$ cat src/hw/rtl/rotated_block_move_row_sequencer_unit_assert.svh
// Assertion macros shared by the row sequencer RTL.
// In synthesis builds the macros expand to nothing.
`ifndef ROTATED_BLOCK_MOVE_ROW_SEQUENCER_UNIT_ASSERT_SVH
`define ROTATED_BLOCK_MOVE_ROW_SEQUENCER_UNIT_ASSERT_SVH

`ifndef SYNTHESIS

// The expression holds at every clock edge outside of reset.
`define RBMRS_ASSERT_ALWAYS(label, clk, rst, expr) \
   label: assert property (@(posedge clk) disable iff (rst) (expr)) \
      else $error("rbmrs assertion failed");

// The consequent holds in the cycle after the antecedent.
`define RBMRS_ASSERT_NEXT(label, clk, rst, ante, cons) \
   label: assert property (@(posedge clk) disable iff (rst) (ante) |=> (cons)) \
      else $error("rbmrs assertion failed");

`else

`define RBMRS_ASSERT_ALWAYS(label, clk, rst, expr)
`define RBMRS_ASSERT_NEXT(label, clk, rst, ante, cons)

`endif

`endif

$ cat src/hw/rtl/rbmrs_pkg.sv
`default_nettype none

package rbmrs_pkg;

   localparam int MAX_RES     = 4096;
   localparam int OFFSET_BITS = 24;
   localparam int COORD_BITS  = 12;
   localparam int SHIFT_BITS  = 13;
   localparam int LEN_BITS    = 13;
   localparam int CALC_BITS   = 16;
   localparam int CSR_BITS    = 2;

   localparam logic OP_START = 1'b0;
   localparam logic OP_NEXT  = 1'b1;

   localparam logic [CSR_BITS-1:0] CSR_ROTATE_CLOCKWISE = 2'd0;
   localparam logic [CSR_BITS-1:0] CSR_CANVAS_WIDTH     = 2'd1;
   localparam logic [CSR_BITS-1:0] CSR_CANVAS_HEIGHT    = 2'd2;
   localparam logic [CSR_BITS-1:0] CSR_ROW_PITCH        = 2'd3;

   // Geometry of one transaction, prepared in the accept cycle.
   typedef struct packed {
      logic                          opcode;
      logic                          empty;
      logic                          walk_upward;
      logic signed [CALC_BITS-1:0]   dest_row;
      logic signed [CALC_BITS-1:0]   source_row;
      logic [OFFSET_BITS-1:0]        dest_col;
      logic [OFFSET_BITS-1:0]        source_col;
      logic [OFFSET_BITS-1:0]        dest_col_next;
      logic [OFFSET_BITS-1:0]        source_col_next;
      logic [LEN_BITS-1:0]           copy_length;
      logic [LEN_BITS-1:0]           row_count;
   } plan_type;

endpackage

`default_nettype wire

$ cat src/hw/rtl/rotated_block_move_row_sequencer_unit.sv
// Row command sequencer for block moves on a rotated 16-bit frame buffer. Every
// transaction on the req channel gives exactly one transaction on the rsp channel:
// a start maps the rectangle into the rotated frame, picks an overlap-safe copy order
// and returns the first row, and each next returns the following row (or an empty
// result with last_row set once the move is done). The unit accepts one transaction
// per cycle while req_stall is low and presents its result on the rsp ports from
// the result register: the rotated geometry is computed in the accept cycle into an
// input register, and the row offsets (one 16x14 multiplier for each of destination
// and source) are computed from that register into the result register, which also
// updates the move state so that the next transaction sees it. A stalled result
// holds the input register, and req_stall rises only while both registers are full.
// Offsets wrap modulo 2^24. Configuration must only be written while idle.
`default_nettype none

module rotated_block_move_row_sequencer_unit (
   input  wire logic                                    clock,
   input  wire logic                                    reset,

   input  wire logic                                    csr_write,
   input  wire logic [rbmrs_pkg::CSR_BITS-1:0]          csr_index,
   input  wire logic [rbmrs_pkg::LEN_BITS-1:0]          csr_data,

   input  wire logic                                    req_valid,
   output logic                                         req_stall,
   input  wire logic                                    req_opcode,
   input  wire logic [rbmrs_pkg::COORD_BITS-1:0]        req_rect_left,
   input  wire logic [rbmrs_pkg::COORD_BITS-1:0]        req_rect_top,
   input  wire logic [rbmrs_pkg::COORD_BITS-1:0]        req_rect_right,
   input  wire logic [rbmrs_pkg::COORD_BITS-1:0]        req_rect_bottom,
   input  wire logic signed [rbmrs_pkg::SHIFT_BITS-1:0] req_shift_x,
   input  wire logic signed [rbmrs_pkg::SHIFT_BITS-1:0] req_shift_y,

   output logic                                         rsp_valid,
   input  wire logic                                    rsp_stall,
   output logic                                         rsp_row_valid,
   output logic [rbmrs_pkg::OFFSET_BITS-1:0]            rsp_dest_offset,
   output logic [rbmrs_pkg::OFFSET_BITS-1:0]            rsp_source_offset,
   output logic [rbmrs_pkg::LEN_BITS-1:0]               rsp_row_length,
   output logic                                         rsp_last_row
);

`include "rotated_block_move_row_sequencer_unit_assert.svh"

   localparam int OB = rbmrs_pkg::OFFSET_BITS;
   localparam int LB = rbmrs_pkg::LEN_BITS;
   localparam int CB = rbmrs_pkg::CALC_BITS;
   localparam int PB = CB + LB + 1;

   // Configuration registers.
   logic          rotate_clockwise_ff;
   logic [LB-1:0] canvas_width_ff, canvas_height_ff, row_pitch_ff;

   // Input stage.
   rbmrs_pkg::plan_type plan_in, plan_ff;
   logic                plan_valid_ff, plan_valid_in;

   // Move state.
   logic          busy_ff, busy_in;
   logic [LB-1:0] rows_left_ff, rows_left_in;
   logic [OB-1:0] dest_cursor_ff, dest_cursor_in, source_cursor_ff, source_cursor_in;
   logic [LB-1:0] copy_length_ff, copy_length_in;
   logic          walk_upward_ff, walk_upward_in;

   // Result register.
   logic          rsp_valid_ff, rsp_valid_in;
   logic          rsp_row_valid_ff, rsp_row_valid_in;
   logic [OB-1:0] rsp_dest_offset_ff, rsp_dest_offset_in;
   logic [OB-1:0] rsp_source_offset_ff, rsp_source_offset_in;
   logic [LB-1:0] rsp_row_length_ff, rsp_row_length_in;
   logic          rsp_last_row_ff, rsp_last_row_in;

   logic          out_free, advance, req_accept;
   logic signed [PB-1:0] dest_prod, source_prod;
   logic [OB-1:0] pitch_ext, dest_first, source_first, dest_first_next, source_first_next;
   logic [LB-1:0] rows_dec;

   rbmrs_geom u_geom (
      .opcode           (req_opcode),
      .rect_left        (req_rect_left),
      .rect_top         (req_rect_top),
      .rect_right       (req_rect_right),
      .rect_bottom      (req_rect_bottom),
      .shift_x          (req_shift_x),
      .shift_y          (req_shift_y),
      .rotate_clockwise (rotate_clockwise_ff),
      .canvas_width     (canvas_width_ff),
      .canvas_height    (canvas_height_ff),
      .row_pitch        (row_pitch_ff),
      .plan             (plan_in)
   );

   assign out_free   = !rsp_valid_ff || !rsp_stall;
   assign advance    = plan_valid_ff && out_free;
   assign req_stall  = plan_valid_ff && !out_free;
   assign req_accept = req_valid && !req_stall;

   assign plan_valid_in = req_accept || (plan_valid_ff && !advance);
   assign rsp_valid_in  = advance || (rsp_valid_ff && rsp_stall);

   assign dest_prod   = $signed({{(PB - CB){plan_ff.dest_row[CB-1]}}, plan_ff.dest_row})
                      * $signed({{(PB - LB){1'b0}}, row_pitch_ff});
   assign source_prod = $signed({{(PB - CB){plan_ff.source_row[CB-1]}}, plan_ff.source_row})
                      * $signed({{(PB - LB){1'b0}}, row_pitch_ff});
   assign dest_first        = dest_prod[OB-1:0] + plan_ff.dest_col;
   assign source_first      = source_prod[OB-1:0] + plan_ff.source_col;
   assign dest_first_next   = dest_prod[OB-1:0] + plan_ff.dest_col_next;
   assign source_first_next = source_prod[OB-1:0] + plan_ff.source_col_next;
   assign pitch_ext = {{(OB - LB){1'b0}}, row_pitch_ff};

   always_comb begin
      busy_in = busy_ff;
      rows_left_in = rows_left_ff;
      dest_cursor_in = dest_cursor_ff;
      source_cursor_in = source_cursor_ff;
      copy_length_in = copy_length_ff;
      walk_upward_in = walk_upward_ff;
      rows_dec = rows_left_ff - LB'(1);

      // Default result carries no row.
      rsp_row_valid_in = 1'b0;
      rsp_dest_offset_in = '0;
      rsp_source_offset_in = '0;
      rsp_row_length_in = '0;
      rsp_last_row_in = 1'b1;

      if (plan_ff.opcode == rbmrs_pkg::OP_START) begin
         walk_upward_in = plan_ff.walk_upward;
         rows_dec = plan_ff.row_count - LB'(1);
         if (plan_ff.empty) begin
            busy_in = 1'b0;
            rows_left_in = '0;
         end else begin
            rsp_row_valid_in = 1'b1;
            rsp_dest_offset_in = dest_first;
            rsp_source_offset_in = source_first;
            rsp_row_length_in = plan_ff.copy_length;
            rsp_last_row_in = (rows_dec == '0);
            copy_length_in = plan_ff.copy_length;
            rows_left_in = rows_dec;
            busy_in = (rows_dec != '0);
            dest_cursor_in = dest_first_next;
            source_cursor_in = source_first_next;
         end
      end else if (busy_ff) begin
         rsp_row_valid_in = 1'b1;
         rsp_dest_offset_in = dest_cursor_ff;
         rsp_source_offset_in = source_cursor_ff;
         rsp_row_length_in = copy_length_ff;
         rsp_last_row_in = (rows_dec == '0);
         rows_left_in = rows_dec;
         busy_in = (rows_dec != '0);
         dest_cursor_in = walk_upward_ff ? dest_cursor_ff - pitch_ext
                                         : dest_cursor_ff + pitch_ext;
         source_cursor_in = walk_upward_ff ? source_cursor_ff - pitch_ext
                                           : source_cursor_ff + pitch_ext;
      end
   end

   always_ff @(posedge clock) begin
      if (reset) begin
         rotate_clockwise_ff <= 1'b1;
         canvas_width_ff <= LB'(320);
         canvas_height_ff <= LB'(240);
         row_pitch_ff <= LB'(240);
      end else if (csr_write) begin
         case (csr_index)
            rbmrs_pkg::CSR_ROTATE_CLOCKWISE: rotate_clockwise_ff <= csr_data[0];
            rbmrs_pkg::CSR_CANVAS_WIDTH:     canvas_width_ff <= csr_data;
            rbmrs_pkg::CSR_CANVAS_HEIGHT:    canvas_height_ff <= csr_data;
            rbmrs_pkg::CSR_ROW_PITCH:        row_pitch_ff <= csr_data;
            default: begin
            end
         endcase
      end
   end

   always_ff @(posedge clock) begin
      if (reset) begin
         plan_valid_ff <= 1'b0;
         rsp_valid_ff <= 1'b0;
         busy_ff <= 1'b0;
         rows_left_ff <= '0;
      end else begin
         plan_valid_ff <= plan_valid_in;
         rsp_valid_ff <= rsp_valid_in;
         if (advance) begin
            busy_ff <= busy_in;
            rows_left_ff <= rows_left_in;
         end
      end
   end

   always_ff @(posedge clock) begin
      if (req_accept) begin
         plan_ff <= plan_in;
      end
      if (advance) begin
         dest_cursor_ff <= dest_cursor_in;
         source_cursor_ff <= source_cursor_in;
         copy_length_ff <= copy_length_in;
         walk_upward_ff <= walk_upward_in;
         rsp_row_valid_ff <= rsp_row_valid_in;
         rsp_dest_offset_ff <= rsp_dest_offset_in;
         rsp_source_offset_ff <= rsp_source_offset_in;
         rsp_row_length_ff <= rsp_row_length_in;
         rsp_last_row_ff <= rsp_last_row_in;
      end
   end

   assign rsp_valid = rsp_valid_ff;
   assign rsp_row_valid = rsp_row_valid_ff;
   assign rsp_dest_offset = rsp_dest_offset_ff;
   assign rsp_source_offset = rsp_source_offset_ff;
   assign rsp_row_length = rsp_row_length_ff;
   assign rsp_last_row = rsp_last_row_ff;

   // A move is in progress exactly when rows remain to be issued.
   `RBMRS_ASSERT_ALWAYS(a_busy_rows, clock, reset, busy_ff == (rows_left_ff != '0))

   // The state always belongs to the transaction held in the result register.
   `RBMRS_ASSERT_ALWAYS(a_state_matches_rsp, clock, reset,
      !rsp_valid_ff || (busy_ff == (rsp_row_valid_ff && !rsp_last_row_ff)))

   // A result without a row carries zero fields and marks the end.
   `RBMRS_ASSERT_ALWAYS(a_empty_rsp, clock, reset,
      !rsp_valid_ff || rsp_row_valid_ff || (rsp_last_row_ff && rsp_row_length_ff == '0 &&
      rsp_dest_offset_ff == '0 && rsp_source_offset_ff == '0))

   // A transaction held in the input stage is not dropped while the output waits.
   `RBMRS_ASSERT_NEXT(a_plan_held, clock, reset, plan_valid_ff && !out_free, plan_valid_ff)

endmodule

`default_nettype wire

$ cat src/hw/rtl/rbmrs_geom.sv
`default_nettype none

module rbmrs_geom (
   input  wire logic                                  opcode,
   input  wire logic [rbmrs_pkg::COORD_BITS-1:0]      rect_left,
   input  wire logic [rbmrs_pkg::COORD_BITS-1:0]      rect_top,
   input  wire logic [rbmrs_pkg::COORD_BITS-1:0]      rect_right,
   input  wire logic [rbmrs_pkg::COORD_BITS-1:0]      rect_bottom,
   input  wire logic signed [rbmrs_pkg::SHIFT_BITS-1:0] shift_x,
   input  wire logic signed [rbmrs_pkg::SHIFT_BITS-1:0] shift_y,
   input  wire logic                                  rotate_clockwise,
   input  wire logic [rbmrs_pkg::LEN_BITS-1:0]        canvas_width,
   input  wire logic [rbmrs_pkg::LEN_BITS-1:0]        canvas_height,
   input  wire logic [rbmrs_pkg::LEN_BITS-1:0]        row_pitch,
   output rbmrs_pkg::plan_type                        plan
);

   localparam int CB = rbmrs_pkg::CALC_BITS;
   localparam int OB = rbmrs_pkg::OFFSET_BITS;
   localparam int PAD_C = CB - rbmrs_pkg::COORD_BITS;
   localparam int PAD_S = CB - rbmrs_pkg::SHIFT_BITS;
   localparam int PAD_L = CB - rbmrs_pkg::LEN_BITS;
   localparam int PAD_O = OB - CB;
   localparam int PAD_P = OB - rbmrs_pkg::LEN_BITS;
   localparam logic signed [CB-1:0] ONE = CB'(1);
   localparam logic signed [CB-1:0] ZERO = CB'(0);
   localparam logic signed [CB-1:0] RES_LIMIT = CB'(rbmrs_pkg::MAX_RES);

   logic signed [CB-1:0] l, t, r, b, cw, ch, xs_raw, ys_raw;
   logic signed [CB-1:0] xs, ys, rl, rr, rt, rb, span_x, span_y;
   logic signed [CB-1:0] width, height, dest_col, source_col;
   logic [OB-1:0] pitch_ext, dest_col_ext, source_col_ext;
   logic walk_upward;

   always_comb begin
      l = $signed({{PAD_C{1'b0}}, rect_left});
      t = $signed({{PAD_C{1'b0}}, rect_top});
      r = $signed({{PAD_C{1'b0}}, rect_right});
      b = $signed({{PAD_C{1'b0}}, rect_bottom});
      cw = $signed({{PAD_L{1'b0}}, canvas_width});
      ch = $signed({{PAD_L{1'b0}}, canvas_height});
      // The rotation swaps the axes, so the y shift moves along memory rows.
      xs_raw = $signed({{PAD_S{shift_y[rbmrs_pkg::SHIFT_BITS-1]}}, shift_y});
      ys_raw = $signed({{PAD_S{shift_x[rbmrs_pkg::SHIFT_BITS-1]}}, shift_x});

      if (rotate_clockwise) begin
         rl = t;
         rr = b;
         rt = cw - r - ONE;
         rb = cw - l - ONE;
         xs = xs_raw;
         ys = -ys_raw;
      end else begin
         rl = ch - b - ONE;
         rr = ch - t - ONE;
         rt = l;
         rb = r;
         xs = -xs_raw;
         ys = ys_raw;
      end

      span_x = rr - rl + ONE;
      span_y = rb - rt + ONE;

      if (xs != ZERO) begin
         plan.dest_row = rt;
         plan.source_row = rt;
         height = span_y;
         walk_upward = 1'b0;
         if (xs > ZERO) begin
            dest_col = rl + xs;
            source_col = rl;
            width = span_x - xs;
         end else begin
            dest_col = rl;
            source_col = rl - xs;
            width = span_x + xs;
         end
      end else begin
         width = span_x;
         dest_col = rl;
         source_col = rl;
         if (ys > ZERO) begin
            // Downward move: walk from the bottom row up.
            plan.dest_row = rb;
            plan.source_row = rb - ys;
            height = span_y - ys;
            walk_upward = 1'b1;
         end else begin
            plan.dest_row = rt;
            plan.source_row = rt - ys;
            height = span_y + ys;
            walk_upward = 1'b0;
         end
      end

      pitch_ext = {{PAD_P{1'b0}}, row_pitch};
      dest_col_ext = {{PAD_O{dest_col[CB-1]}}, dest_col};
      source_col_ext = {{PAD_O{source_col[CB-1]}}, source_col};

      plan.opcode = opcode;
      plan.walk_upward = walk_upward;
      plan.empty = (width <= ZERO) || (height <= ZERO);
      plan.dest_col = dest_col_ext;
      plan.source_col = source_col_ext;
      plan.dest_col_next = walk_upward ? dest_col_ext - pitch_ext : dest_col_ext + pitch_ext;
      plan.source_col_next = walk_upward ? source_col_ext - pitch_ext
                                         : source_col_ext + pitch_ext;
      plan.copy_length = (width > RES_LIMIT) ? rbmrs_pkg::LEN_BITS'(rbmrs_pkg::MAX_RES)
                                             : width[rbmrs_pkg::LEN_BITS-1:0];
      plan.row_count = (height > RES_LIMIT) ? rbmrs_pkg::LEN_BITS'(rbmrs_pkg::MAX_RES)
                                            : height[rbmrs_pkg::LEN_BITS-1:0];
   end

endmodule

`default_nettype wire

$ cat config.mk
export PLATFORM = sky130hd
export DESIGN_NAME = rotated_block_move_row_sequencer_unit
export DESIGN_NICKNAME = d
export VERILOG_FILES = /design/src/hw/rtl/rbmrs_pkg.sv /design/src/hw/rtl/rotated_block_move_row_sequencer_unit.sv /design/src/hw/rtl/rbmrs_geom.sv
export VERILOG_INCLUDE_DIRS = /design/src /design/src/hw/rtl
export SDC_FILE = /design/constraint.sdc
export NUM_CORES = 2
export LEC_CHECK = 0
export CORE_UTILIZATION = 50
export CTS_CLUSTER_SIZE = 24
export DETAILED_ROUTE_END_ITERATION = 7
export DONT_BUFFER_PORTS = 1
export PLACE_DENSITY = 0.74
export SLEW_MARGIN = 10
export SYNTH_ARGS = -nofsm -noshare
export SYNTH_HDL_FRONTEND = slang
export SYNTH_SLANG_ARGS = --single-unit
export TNS_END_PERCENT = 10
$ cat constraint.sdc
create_clock -name clock -period 19.1 [get_ports clock]
set_input_delay 0.955 -clock clock [delete_from_list [all_inputs] [get_ports clock]]
set_output_delay 0.955 -clock clock [all_outputs]
set_load 0.02 [all_outputs]
* After elaboration in Yosys (flattened, before gate mapping)
Index checks and enable logic that the tools add are counted.
** Operators by class
- Add/sub/neg operators :: 36
- Bitwise operators :: 2
- Eq/ne operators :: 5
- $mul :: 2
- Reductions and logical operators :: 28
- Muxes and demuxes :: 49
- Magnitude comparators :: 6
** Operators by type and width (count)
- 2-to-1 mux 24 bit :: 16
- 2-to-1 mux 16 bit :: 14
- subtractor 16 bit :: 7
- adder 24 bit :: 4
- 2-to-1 mux 13 bit :: 6
- 2-to-1 mux 32 bit :: 2
- subtractor 16 x 2 -> 16 bit (second input constant) :: 4
- subtractor 13 x 12 -> 14 bit :: 4
- adder 16 bit :: 3
- adder 24 x 13 -> 24 bit :: 2
- multiplier 16 x 14 -> 24 bit :: 2
- subtractor 24 x 13 -> 24 bit :: 2
- adder 16 x 14 -> 17 bit :: 2
- subtractor 16 x 14 -> 17 bit :: 2
- adder 16 x 2 -> 16 bit (second input constant) :: 2
- > comparator 16 x 1 -> 1 bit (second input constant) :: 2
- > comparator 16 x 14 -> 1 bit (second input constant) :: 2
- <= comparator 16 x 1 -> 1 bit (second input constant) :: 2
- negation 13 -> 16 bit :: 2
- logical NOT 13 bit :: 2
- nonzero test 13 bit :: 2
- subtractor 13 x 1 -> 13 bit (second input constant) :: 2
- nonzero test 16 bit :: 1
- AND reduction 2 bit :: 6
- other kinds (10) :: 35
** Word-level totals
- Register bits :: 322
- Logic and storage cells :: 156
- Output and inout bits :: 65

* Longest topological paths before layout
- Depth in word-level cells :: 10
- Mapped depth :: 36
- Gate-level depth less buffers :: 34

* Cells and area by module
Synthesis repeated with hierarchy kept, for this count alone.
** Second synthesis, totals
- Cells, all modules :: 5212
- Area, all modules :: 45147.0 µm²
** By module, submodules not included
- rotated_block_move_row_sequencer_unit :: seq. area each 9589.2 µm², area each 31966.9 µm², times used 1, cells an instance 3263
- rbmrs_geom :: seq. area each 0.0 µm², area each 13180.1 µm², times used 1, cells an instance 1949

* Worst setup path after synthesis
Ideal clock, no wire load.
- Kind :: flip-flop to flip-flop
- From :: register row_pitch_ff[5]
- To :: register source_cursor_ff[23] (data pin)
- Period minus slack after synthesis :: 7.670 ns
- Data required time :: 18.832 ns
- Data arrival time :: 7.401 ns
- Setup slack :: 11.430 ns
- Library setup time :: 0.268 ns
- Path buffers :: 2
- Stages on the path, launching flop included :: 31
- Cell sequence :: dfxtp_1 -> clkbuf_1 -> buf_1 -> nand2_1 -> fa_1 -> fa_1 -> fa_1 -> inv_1 -> fa_1 -> fa_1 -> inv_1 -> fa_1 -> inv_1 -> ha_1 -> nand3_1 -> or4_1 -> a31oi_1 -> nor2_1 -> xnor2_1 -> ha_1 -> and3_1 -> and3_1 -> a32o_1 -> a21oi_1 -> a21oi_1 -> a21o_1 -> a31o_2 -> a21oi_1 -> xnor2_1 -> xnor2_1 -> mux2i_1
** On the way
- Cells in the longest elaborated chain, start to end :: 4
- Elaborated cells on any way between the ends :: 8
- Classes of those cells :: add/sub (3); mul (1); mux (4)
** RTL lines
- from (decl) :: line rotated_block_move_row_sequencer_unit.sv:51 : logic [LB-1:0] canvas_width_ff, canvas_height_ff, row_pitch_ff;
- from (signal assigned) :: line rotated_block_move_row_sequencer_unit.sv:170 : rbmrs_pkg::CSR_ROW_PITCH: row_pitch_ff <= csr_data;
- multiplier 16 x 14 -> 24 bit (tied with other cells) :: line rotated_block_move_row_sequencer_unit.sv:103 : * $signed({{(PB - LB){1'b0}}, row_pitch_ff});
- adder 24 bit / 2-to-1 mux 24 bit (equally long branches) :: line rotated_block_move_row_sequencer_unit.sv:107, rotated_block_move_row_sequencer_unit.sv:154
- 2-to-1 mux 24 bit, on equally long branches :: line rotated_block_move_row_sequencer_unit.sv:129, rotated_block_move_row_sequencer_unit.sv:144
- 2-to-1 mux 24 bit * :: line rotated_block_move_row_sequencer_unit.sv:126 : if (plan_ff.opcode == rbmrs_pkg::OP_START) begin
- via source_cursor_in[23] :: line rotated_block_move_row_sequencer_unit.sv:60 : logic [OB-1:0] dest_cursor_ff, dest_cursor_in, source_cursor_ff, source_cursor_in;
- to (signal assigned) :: line rotated_block_move_row_sequencer_unit.sv:199 : source_cursor_ff <= source_cursor_in;
- to (decl) :: line rotated_block_move_row_sequencer_unit.sv:60
Mark *: on every way through the listed nets, which the timed path passes. The rest lies on a longest branch. The select of a mux whose other input is x is not followed.
A chain may end at the register's enable or synchronous reset.

* Worst setup path after layout
- From :: register row_pitch_ff[10]
- To :: register source_cursor_ff[23] (data pin)
The elaborated chain is that of the path after synthesis.

==> impl_summary.log <==
INFO  metric crit_path_start_kind = flop
INFO  metric synthesis.area_per_instance = 8.46 sq um
INFO  metric track_usage = 26.4%
INFO  metric critical_path_arrival = 8.74 ns
INFO  metric core.rowCount = 107
INFO  metric drtPass1Iterations = 6
INFO  metric r2r-start = row_pitch_ff[10]
INFO  metric minimum_hold_slack = 0.435 ns
INFO  metric cp-end-kind = flop
INFO  metric cts_made_buffers = 36
INFO  metric clk_pin_slew_worst_paths = 0.06 ns
INFO  metric cts_tree = yes
INFO  metric post_route_cells_drive_above_1_share = 3.57%
INFO  metric tightest_slew = 1.11 ns
INFO  metric postSynthCellCount = 5141
INFO  metric reg2reg_setup_slack = 10.68 ns
INFO  metric syn_to_final_growth = 4.97%
INFO  metric grt_start_max_net_pins = 70
INFO  metric synth.yosys.warnings = 0
INFO  metric floorplan.die_area = 0.0882 sq mm
INFO  metric cts_post_setup_buffers_inserted = 0
INFO  metric setup_viol = 0
INFO  metric coreArea = 0.0857 sq mm
INFO  metric clock_latency_of_the_later_clocked_register_in_the_worst_skew_pair = 0.59 ns
INFO  metric fin_skew = 0.0455 ns
INFO  metric synth-seq-area-share = 20.0%
INFO  metric slew_headroom = 25.9%
INFO  metric max-clock-path-buffers = 3
INFO  metric postSynth.asyncResetShare = 0%
INFO  metric worstHoldPathType = flop to flop
INFO  metric setup_repair_after_global_routing_missed_its_margin = no
INFO  metric clock-root-buffer = sky130_fd_sc_hd__clkbuf_16
INFO  metric maxCapViolCount = 0
INFO  metric wl_cell = 19.0 um
INFO  metric grt_pass1_vias = 35.3k
INFO  metric critical-path-max-stage-delay = 0.68 ns
INFO  metric drt_first_iter_violations = 2458
INFO  metric postRouteWirelength = 117000 um
INFO  metric synth.net_count = 6060
INFO  metric synth_top_area_cell = sky130_fd_sc_hd__edfxtp_1
INFO  metric path_common_cell = sky130_fd_sc_hd__fa_1
INFO  metric cts_repair_resize_count = 0
INFO  metric required_time_reported_for_the_critical_path_endpoint = 19.41 ns
INFO  metric die-height = 297 um
INFO  metric max_freq = 119 MHz
INFO  metric critical_path.reg2reg.endpoint = source_cursor_ff[23]
INFO  metric routed_via_density = 5.75
INFO  metric route.antenna.remaining_nets = 0
INFO  metric die_width = 297 um
INFO  metric setup.worst_path.end = source_cursor_ff[23]
INFO  metric grt.overflow.total = 0
INFO  metric post_synth_num_cell_types = 91
INFO  metric layout.nets = 5940
INFO  metric run_status = complete, no violations
INFO  metric htree_levels = 2
INFO  metric setup_tns = 0 ns
INFO  metric worst_r2r_path_depth = 29
INFO  metric dominant_register_cell_in_the_synthesized_netlist = sky130_fd_sc_hd__edfxtp_1
INFO  metric holdBufCountCts = 0
INFO  metric final_hold_viol_count = 0
INFO  metric grt_pass1_wl = 187000 um
INFO  metric floorplan.initialDensity = 50.8%
INFO  metric gpl_wtd_cong = 0.991
INFO  metric critPathSlowestCell = sky130_fd_sc_hd__dfxtp_1
INFO  metric drc_errors = 0
INFO  metric finish.utilization = 53.3%
INFO  metric timing.critical_path.fanout_max = 27
INFO  metric ys_seq_elements = 308
INFO  metric number_of_input_and_output_port_buffers_inserted = 0
INFO  metric ys_top_cells_by_area = sky130_fd_sc_hd__edfxtp_1 (17%), sky130_fd_sc_hd__fa_1 (16%), sky130_fd_sc_hd__ha_1 (14%)
INFO  metric post-synth-top-area-fraction = 17.4%
INFO  metric post-dp-hpwl = 93300 um
INFO  metric floorplan.io_pins = 160
INFO  metric syn_area = 0.0435 sq mm
INFO  metric worstSetupPathType = flop to flop
INFO  metric grt_antenna_before_repair = 2
INFO  metric post-route-min-period = 8.42 ns
INFO  metric detailroute.via_count = 35.6k
INFO  metric report.final.slew_viol_count = 0
INFO  metric period_share = 44.1%
INFO  metric clock_sinks = 308
INFO  metric cp-startpoint = row_pitch_ff[10]
INFO  metric synth-edff-count = 252
## synthesized netlist by cell type, drive strengths merged, types with 15 or more instances
library cell and n:
ha 483, nand4 16, a21oi 364, nand2b 51, nand2 598, nand3b 15
nor2 341, and3 23, o21a 75, and2 223, o21ai 289, fa 341
buf 29, nor3 102, a31oi 22, nor4 19, nor2b 58, mux2i 28
a211oi 25, inv 597, o31ai 29, a21boi 20, nand3 71, dfxtp 56
edfxtp 252, clkbuf 161, a22o 19, xnor2 291, a21o 88, xor2 151
or3 39, or2 34, o21bai 39
## worst min path at each step
stage                       from                  end  slack (ns)  cells past startpoint
floorplan           plan_ff[154]       walk_upward_ff        0.40                      0
global placement    plan_ff[154]       walk_upward_ff        0.40                      0
detailed placement  plan_ff[154]       walk_upward_ff        0.42                      0
CTS                 plan_ff[154]       walk_upward_ff        0.43                      0
global route               reset  canvas_height_ff[2]        0.45                      1
finish              plan_ff[154]       walk_upward_ff        0.44                      0
## final cells by class
cell class	instances	area, sq um
clock inverter	21	219
fill	7907	40000
timing repair buffer	32	240
inverter	598	2250
tap	1144	1430
sequential	308	8690
clock buffer	44	951
multi-input combinational	4045	31900
antenna	1	2.50
## routing by layer
metal / wire (um) / GRT usage, % / share of wire [%]
met5: 13 / 0 / 0.011
met4: 3290 / 7.66 / 2.8
met3: 9110 / 4.26 / 7.8
met2: 54200 / 43.8 / 46
met1: 50800 / 35.5 / 43
## metrics by stage
step	setup WS, ns	cells	cell area, sq um
final	10.68	6193	45700
after global routing	10.27	6192	45700
after CTS	10.79	6192	45700
after detailed placement	10.80	6127	44500
after global placement	10.91	6127	44500
after floorplan	11.43	5141	43500
## kinds of logic (layout without fill, tap and decap cells)
family          Yosys count  after routing  synth area share [%]
simple gates           1621           1621                  17.7
compound gates         1120           1120                  16.1
fa+ha+maj               824            824                  29.6
buf+inv                 788            695                  6.82
xor+xnor                444            444                  9.00
flops                   308            308                  20.0
mux                      36             36                 0.851
other cells               0              1                     0
## flip-flops by register name, summed over array words and instances (netlist names)
register / cells
rows_left_ff: 13
rsp_row_valid: 1
dest_cursor_ff: 24
source_cursor_ff: 24
rotate_clockwise_ff: 1
rsp_row_length: 13
canvas_width_ff: 13
row_pitch_ff: 13
busy_ff: 1
canvas_height_ff: 13
rsp_source_offset: 24
rsp_dest_offset: 24
plan_valid_ff: 1
rsp_last_row: 1
copy_length_ff: 13
rsp_valid: 1
walk_upward_ff: 1
plan_ff: 127
## placed cells by master (no fill, tap or decap), types with 13 or more instances in the layout
cell / count
sky130_fd_sc_hd__o31ai_1: 29
sky130_fd_sc_hd__nand3_1: 71
sky130_fd_sc_hd__a211o_1: 13
sky130_fd_sc_hd__nand2_1: 597
sky130_fd_sc_hd__nand4_1: 16
sky130_fd_sc_hd__xor2_1: 151
sky130_fd_sc_hd__a31o_2: 13
sky130_fd_sc_hd__nand3b_1: 15
sky130_fd_sc_hd__xnor2_1: 291
sky130_fd_sc_hd__dfxtp_1: 55
sky130_fd_sc_hd__buf_4: 32
sky130_fd_sc_hd__nor3_1: 101
sky130_fd_sc_hd__a22o_1: 19
sky130_fd_sc_hd__nor2_1: 338
sky130_fd_sc_hd__inv_1: 596
sky130_fd_sc_hd__a31oi_1: 22
sky130_fd_sc_hd__ha_1: 483
sky130_fd_sc_hd__edfxtp_1: 252
sky130_fd_sc_hd__o21ai_0: 289
sky130_fd_sc_hd__a21o_1: 87
sky130_fd_sc_hd__a21boi_0: 19
sky130_fd_sc_hd__nor2b_1: 57
sky130_fd_sc_hd__o21a_1: 75
sky130_fd_sc_hd__nand2b_1: 51
sky130_fd_sc_hd__or2_2: 33
sky130_fd_sc_hd__and3_1: 22
sky130_fd_sc_hd__mux2i_1: 28
sky130_fd_sc_hd__fa_1: 341
sky130_fd_sc_hd__nor4_1: 19
sky130_fd_sc_hd__or3_1: 37
sky130_fd_sc_hd__and2_1: 222
sky130_fd_sc_hd__o21bai_1: 39
sky130_fd_sc_hd__clkbuf_16: 36
sky130_fd_sc_hd__a211oi_1: 25
sky130_fd_sc_hd__a21oi_1: 354
## critical path, delay by kind of cell, from the launching register on
family | cells | cell delay (ns)
xor gates and xnor gates | 3 | 0.53
AOI/OAI and AO/OA | 7 | 1.42
and+or+nand+nor | 6 | 1.36
muxes | 1 | 0.08
adders and majority gates | 8 | 3.49
DFF | 1 | 0.68
buffers and inverters | 4 | 0.59
Power is not shown: default switching activity piles up to over one toggle a cycle in this logic, so the estimate is an artifact.
